$ cat src/design/rls_pkg.sv
package rls_pkg;

  localparam int MAX_ROWS = 256;
  localparam int MAX_COLS = 256;

  localparam int ROW_W     = $clog2(MAX_ROWS);
  localparam int COL_W     = $clog2(MAX_COLS);
  localparam int MEM_DEPTH = MAX_ROWS * MAX_COLS;
  localparam int ADDR_W    = $clog2(MEM_DEPTH);

  // Configuration registers are 9 bits wide; counters must also hold the
  // largest line length itself.
  localparam int CFG_W   = 9;
  localparam int MAX_DIM = (MAX_ROWS > MAX_COLS) ? MAX_ROWS : MAX_COLS;
  localparam int DIM_W   = $clog2(MAX_DIM + 1);
  localparam int CNT_W   = (DIM_W > CFG_W) ? DIM_W : CFG_W;

  localparam logic [1:0] OP_WRITE = 2'd0;
  localparam logic [1:0] OP_READ  = 2'd1;
  localparam logic [1:0] OP_SMEAR = 2'd2;

  localparam int APB_ADDR_W = 4;
  localparam int REG_IDX_W  = 2;
  localparam logic [REG_IDX_W-1:0] REG_GAP_THRESHOLD = 2'd0;
  localparam logic [REG_IDX_W-1:0] REG_ROW_COUNT     = 2'd1;
  localparam logic [REG_IDX_W-1:0] REG_COL_COUNT     = 2'd2;
  localparam logic [REG_IDX_W-1:0] REG_DIRECTION     = 2'd3;

  typedef struct packed {
    logic [1:0] opcode;
    logic [7:0] row;
    logic [7:0] col;
    logic       pixel_in;
  } rls_cmd_t;

  typedef struct packed {
    logic pixel_out;
    logic smear_done;
  } rls_rsp_t;

  typedef struct packed {
    logic [CFG_W-1:0] gap_threshold;
    logic [CFG_W-1:0] row_count;
    logic [CFG_W-1:0] col_count;
    logic             smear_direction;
  } rls_cfg_t;

  typedef struct packed {
    logic              we;
    logic              wdata;
    logic [ADDR_W-1:0] addr;
  } rls_mem_req_t;

  typedef struct packed {
    logic     load;
    rls_rsp_t item;
  } rls_res_t;

  typedef struct packed {
    logic idle;
    logic filling;
  } rls_stat_t;

  function automatic logic [ADDR_W-1:0] pix_addr(logic [ROW_W-1:0] r, logic [COL_W-1:0] c);
    pix_addr = ADDR_W'(r) * ADDR_W'(MAX_COLS) + ADDR_W'(c);
  endfunction

endpackage

$ cat src/design/rls_step_unit.sv
module rls_step_unit import rls_pkg::*; (
  input  logic [CNT_W-1:0] operand,
  input  logic [CNT_W-1:0] limit,
  output logic [CNT_W-1:0] inc,
  output logic             last
);

  // Shared increment and end-of-range compare for every index of a pass.
  assign inc  = operand + CNT_W'(1);
  assign last = (inc == limit);

endmodule

$ cat src/design/rls_walker.sv
module rls_walker import rls_pkg::*; (
  input  logic         clk,
  input  logic         rst,
  input  logic         take,
  input  rls_cmd_t     cmd,
  input  rls_cfg_t     cfg,
  input  logic         rdata,
  output rls_mem_req_t mem_req,
  output rls_res_t     res,
  output rls_stat_t    stat
);

  typedef enum logic [2:0] {
    IDLE, RD_WAIT, SC_ADDR, SC_EVAL, FILL, SC_STEP, NEXT_LINE, DONE
  } state_t;

  state_t state;
  logic [CNT_W-1:0] line;
  logic [CNT_W-1:0] pos;
  logic [CNT_W-1:0] k;
  logic [CNT_W-1:0] gap;
  logic             seen;
  logic             rd_inside;

  logic [CNT_W-1:0] rows, cols, lines, len;
  logic [CNT_W-1:0] unit_op, unit_lim, unit_inc;
  logic             unit_last;
  logic [CNT_W-1:0] idx;
  logic [ADDR_W-1:0] host_addr, walk_addr;
  logic             host_inside;
  logic             fill_now;

  rls_step_unit u_step (
    .operand (unit_op),
    .limit   (unit_lim),
    .inc     (unit_inc),
    .last    (unit_last)
  );

  always_comb begin
    rows = (CNT_W'(cfg.row_count) > CNT_W'(MAX_ROWS)) ? CNT_W'(MAX_ROWS)
                                                       : CNT_W'(cfg.row_count);
    cols = (CNT_W'(cfg.col_count) > CNT_W'(MAX_COLS)) ? CNT_W'(MAX_COLS)
                                                       : CNT_W'(cfg.col_count);
    lines = cfg.smear_direction ? cols : rows;
    len   = cfg.smear_direction ? rows : cols;
  end

  assign host_inside = (32'(cmd.row) < MAX_ROWS) && (32'(cmd.col) < MAX_COLS);
  assign host_addr   = pix_addr(ROW_W'(cmd.row), COL_W'(cmd.col));
  assign idx         = (state == FILL) ? k : pos;
  assign walk_addr   = cfg.smear_direction ? pix_addr(ROW_W'(idx), COL_W'(line))
                                           : pix_addr(ROW_W'(line), COL_W'(idx));

  // A black pixel closes a gap; a short enough gap behind it is blackened.
  assign fill_now = !rdata && seen && (gap != '0) && (gap <= CNT_W'(cfg.gap_threshold));

  always_comb begin
    unique case (state)
      NEXT_LINE: begin
        unit_op  = line;
        unit_lim = lines;
      end
      FILL: begin
        unit_op  = k;
        unit_lim = pos;
      end
      default: begin
        unit_op  = pos;
        unit_lim = len;
      end
    endcase
  end

  always_comb begin
    mem_req.addr  = (state == IDLE) ? host_addr : walk_addr;
    mem_req.we    = ((state == IDLE) && take && (cmd.opcode == OP_WRITE) && host_inside)
                    || (state == FILL);
    mem_req.wdata = (state == FILL) ? 1'b0 : cmd.pixel_in;

    res.load            = (state == RD_WAIT) || (state == DONE);
    res.item.pixel_out  = (state == RD_WAIT) && rd_inside && rdata;
    res.item.smear_done = (state == DONE);

    stat.idle    = (state == IDLE);
    stat.filling = (state == FILL);
  end

  always_ff @(posedge clk) begin
    if (rst) begin
      state     <= IDLE;
      line      <= '0;
      pos       <= '0;
      k         <= '0;
      gap       <= '0;
      seen      <= 1'b0;
      rd_inside <= 1'b0;
    end else begin
      unique case (state)
        IDLE: begin
          if (take) begin
            case (cmd.opcode)
              OP_READ: begin
                rd_inside <= host_inside;
                state     <= RD_WAIT;
              end
              OP_SMEAR: begin
                if ((lines == '0) || (len == '0)) begin
                  state <= DONE;
                end else begin
                  line  <= '0;
                  pos   <= '0;
                  gap   <= '0;
                  seen  <= 1'b0;
                  state <= SC_ADDR;
                end
              end
              default: begin
                // Writes go straight to the store; the unused code is dropped.
              end
            endcase
          end
        end
        RD_WAIT: begin
          state <= IDLE;
        end
        SC_ADDR: begin
          state <= SC_EVAL;
        end
        SC_EVAL: begin
          if (fill_now) begin
            k     <= pos - gap;
            gap   <= '0;
            state <= FILL;
          end else begin
            if (!rdata) begin
              gap  <= '0;
              seen <= 1'b1;
            end else if (seen) begin
              gap <= gap + CNT_W'(1);
            end
            if (unit_last) begin
              state <= NEXT_LINE;
            end else begin
              pos   <= unit_inc;
              state <= SC_ADDR;
            end
          end
        end
        FILL: begin
          k <= unit_inc;
          if (unit_last) begin
            state <= SC_STEP;
          end
        end
        SC_STEP: begin
          if (unit_last) begin
            state <= NEXT_LINE;
          end else begin
            pos   <= unit_inc;
            state <= SC_ADDR;
          end
        end
        NEXT_LINE: begin
          if (unit_last) begin
            state <= DONE;
          end else begin
            line  <= unit_inc;
            pos   <= '0;
            gap   <= '0;
            seen  <= 1'b0;
            state <= SC_ADDR;
          end
        end
        DONE: begin
          state <= IDLE;
        end
      endcase
    end
  end

endmodule

$ cat config.mk
export PLATFORM = sky130hd
export DESIGN_NAME = rls_walker
export DESIGN_NICKNAME = d
export VERILOG_FILES = /design/src/design/rls_pkg.sv /design/src/design/rls_step_unit.sv /design/src/design/rls_walker.sv
export SDC_FILE = /design/constraint.sdc
export NUM_CORES = 1
export LEC_CHECK = 0
export BUFFER_PORTS_ARGS = -buffer_cell sky130_fd_sc_hd__buf_2
export CORE_MARGIN = 5
export CORE_UTILIZATION = 57
export DETAILED_ROUTE_END_ITERATION = 7
export PLACE_DENSITY = 0.82
export SLEW_MARGIN = 40
export SYNTH_ARGS = -nofsm -noshare
export SYNTH_HDL_FRONTEND = slang
export SYNTH_SLANG_ARGS = --single-unit
$ cat constraint.sdc
create_clock -name clk -period 4.3 [get_ports clk]
set_input_delay 0.43 -clock clk [delete_from_list [all_inputs] [get_ports clk]]
set_output_delay 0.43 -clock clk [all_outputs]
set_load 0.005 [all_outputs]
==> out/results.ini <==
[run_status]
status=complete, no violations

[power]
p_sw_w=0.000489
irDropWorstVdd_v=0.000209
powerDensity_nw_per_um2=272
p_leak_nw=1.90
combinationalPowerShare=0.425
intPower_w=0.000765
p_sw_frac=0.390
p_seq_frac=0.343
power_frac_clock=0.231

[clock_network]
cts_resized=0
cts-root-buf=clkbuf_8
worstSkewPairLatency_ns=0.30
ctsHoldBuffers=0
cts_buffers=5
htreeDepth=2
clockBufferDepth=2
cts_tree=built
post-cts-setup-buffers=0
cts_sinks=41
path_clk_slew_ns=0.08

[logic_synthesis]
synth_top_family_by_area=compound AO/OA/AOI/OAI gates
synth_commonest_cells=nand2_1, nor2_1, dfxtp_1
syn_inst=545
yosys-top-cells-area=dfxtp_1, nand2_1, ha_1, o21ai_0, mux2i_1
synth_compound_area_frac=0.279
syn_nets=617
synth-seq-area-share=0.205
yosysWarnings=0
synth.most_common_cell=nand2_1
synth_flop_cell=dfxtp_1
synth_top_area_cell=dfxtp_1
synth_cell_type_count=69
synth-async-reset-ratio=0
synth.avg_cell_area_sq_um=7.34
yosysTopAreaCellShare=0.205
syn-cell-area_sq_um=4000
synthXorXnorAreaFrac=0.0366
synth-edff-count=0
ys_ff_latch=41
synthAdderAreaFrac=0.0700
synth-simple-area-share=0.279
synth_mux_area_frac=0.0678

[die]
start_util=0.586
io_pins=74
coreArea_sq_um=6830
fp.dieW_um=93.8
die_y_um=93.8
dieArea_sq_um=8800
rows=30

[routing]
finalWirelength_um=12600
vias=4448
vias_per_cell=6.26
wl_per_cell_um=17.7
ant_nets=0
drc=0
dr.pass1.iters=6
drtIter0Drc=334

[setup_path]
r2r_slack_ns=0.26
path_cells=nor2b_1 > a211oi_1 > a21oi_1 > ha_1 > nand2b_1 > nor3b_4 > xnor3_1 > or3b_1 > nor3_1 > o311a_1 > a22o_1
startpoint=state[1]
r2r-start=state[1]
setup.worst_path.end_class=register
cp-start-kind=register
ff2ff_path_depth=11
cp.required_ns=4.55
critPathKind=reg2reg
crit_family=simple AND/OR/NAND/NOR gates
path_buf_inv=0
worstReg2RegEnd=pos[7]
critical_path_depth=11
crit_fanout=12
cp.arrival_ns=4.29
critical_path.max_stage_delay_ns=0.74
crit_path_top_delay_cell=dfxtp_1

[global_route]
gr-total-overflow=0
track_usage=0.283
grt_max_degree=37
grt_pass1_vias=4059
grt_pass1_wl_um=19800
antenna_found_initial=0

[finish]
final_nets=686
n_antenna_cell=0
register_area_sq_um=821
utilization=0.674
nFillCells=613
final_cell_area_sq_um=4610
areaGrowthSynthToFinish_pct=15.1
multiInputGateArea_sq_um=2940
layout-drive-gt1-share=0.200

[min_path]
holdPathStages=3
worstHoldEndpoint=rd_inside
hp-start=take
holdCritPathClass=in2reg

[place]
placement.cell_area_sq_um=4510
place_ws_ns=0.359
io_buffers=73
gp_congestion=0.943
hpwl_um=9950

[timing]
fmax_ghz=0.248
layout_min_cycle_time_ns=4.04
grt_setup_unrepaired=no
finalCritPeriodShare=0.939
maxSlewHeadroom=0.551
worstMarginPinSlew_ns=0.669
hold_violations=0
setup_viol=0
slew_violations=0
worst_clock_skew_ns=0.00928
fin_setup_tns_ns=0
fin_ws_ns=0.261

[run]
drv_cap=0

[final cells by class]
class | count | area share
Tap cell | 96 | 0.0261
Inverter | 34 | 0.0277
Clock inverter | 1 | 0.00109
Multi-Input combinational cell | 441 | 0.637
Sequential cell | 41 | 0.178
Timing Repair Buffer | 91 | 0.109
Clock buffer | 7 | 0.0209
[worst reg2reg max path: cells and delay by family (launching register included)]
family / cells / cell delay, ns
compound gates: 4 / 1.27
xor+xnor: 1 / 0.33
fa+ha+maj: 1 / 0.27
flops: 1 / 0.74
simple gates: 5 / 1.37
[registers in the layout, indices dropped and copies added, names as in the netlist]
name,cells
line,9
k,9
state,3
gap,9
pos,9
rd_inside,1
seen,1
[layer usage]
layer  share of wire  GRT usage
met3           0.094     0.0585
met2            0.44      0.461
met5               0          0
met4           0.030      0.106
met1            0.43      0.365
[metrics by stage]
stage	hold WS (ns)	cells	total power (W)
after floorplan	0.434	545	0.000774
after global placement	0.443	703	0.000950
after detailed placement	0.470	703	0.000964
after CTS	0.424	711	0.00124
after global routing	0.444	711	0.00133
final	0.427	711	0.00125
[layout by cell type, fill, tap and decap left out, drive strengths merged, types with 4 or more instances in the layout]
master and n:
dfxtp 41, a211oi 14, nor2b 9, o21ai 40
a21boi 4, nor3 10, nand3b 6, mux2 6
nor4 6, a311o 7, or3b 4, clkinv 7
nor2 42, nand3 23, o211ai 9, a21oi 24
a311oi 5, and2 4, a31oi 12, or3 4
a22o 11, nand2 88, xnor2 9, nor3b 10
clkbuf 7, inv 28, buf 91, mux2i 20
ha 20, and3 5, nand2b 8
[how the worst max path moves through the flow]
stage	endpoint	slack [ns]
global placement	pos[5]	0.45
finish	pos[7]	0.26
global route	pos[4]	0.02
floorplan	gap[8]	0.72
detailed placement	pos[3]	0.36
CTS	pos[7]	0.32
[power groups by stage]
| stage | registers [W] | logic [W] | clock network (W) |
|---|---|---|---|
| after floorplan | 0.000420 | 0.000354 | 0 |
| after global placement | 0.000437 | 0.000513 | 0 |
| after detailed placement | 0.000438 | 0.000525 | 0 |
| after CTS | 0.000430 | 0.000527 | 0.000287 |
| after global routing | 0.000433 | 0.000587 | 0.000309 |
| final | 0.000431 | 0.000534 | 0.000290 |
[logic make-up after synthesis]
group	after synthesis
AO/OA/AOI/OAI	156
buffers and inverters	63
AND/OR/NAND/NOR	225
flip-flops	41
XOR/XNOR	12
multiplexers	26
adder cells (fa/ha/maj)	22
No activity file was read; power rests on OpenSTA's default activity.
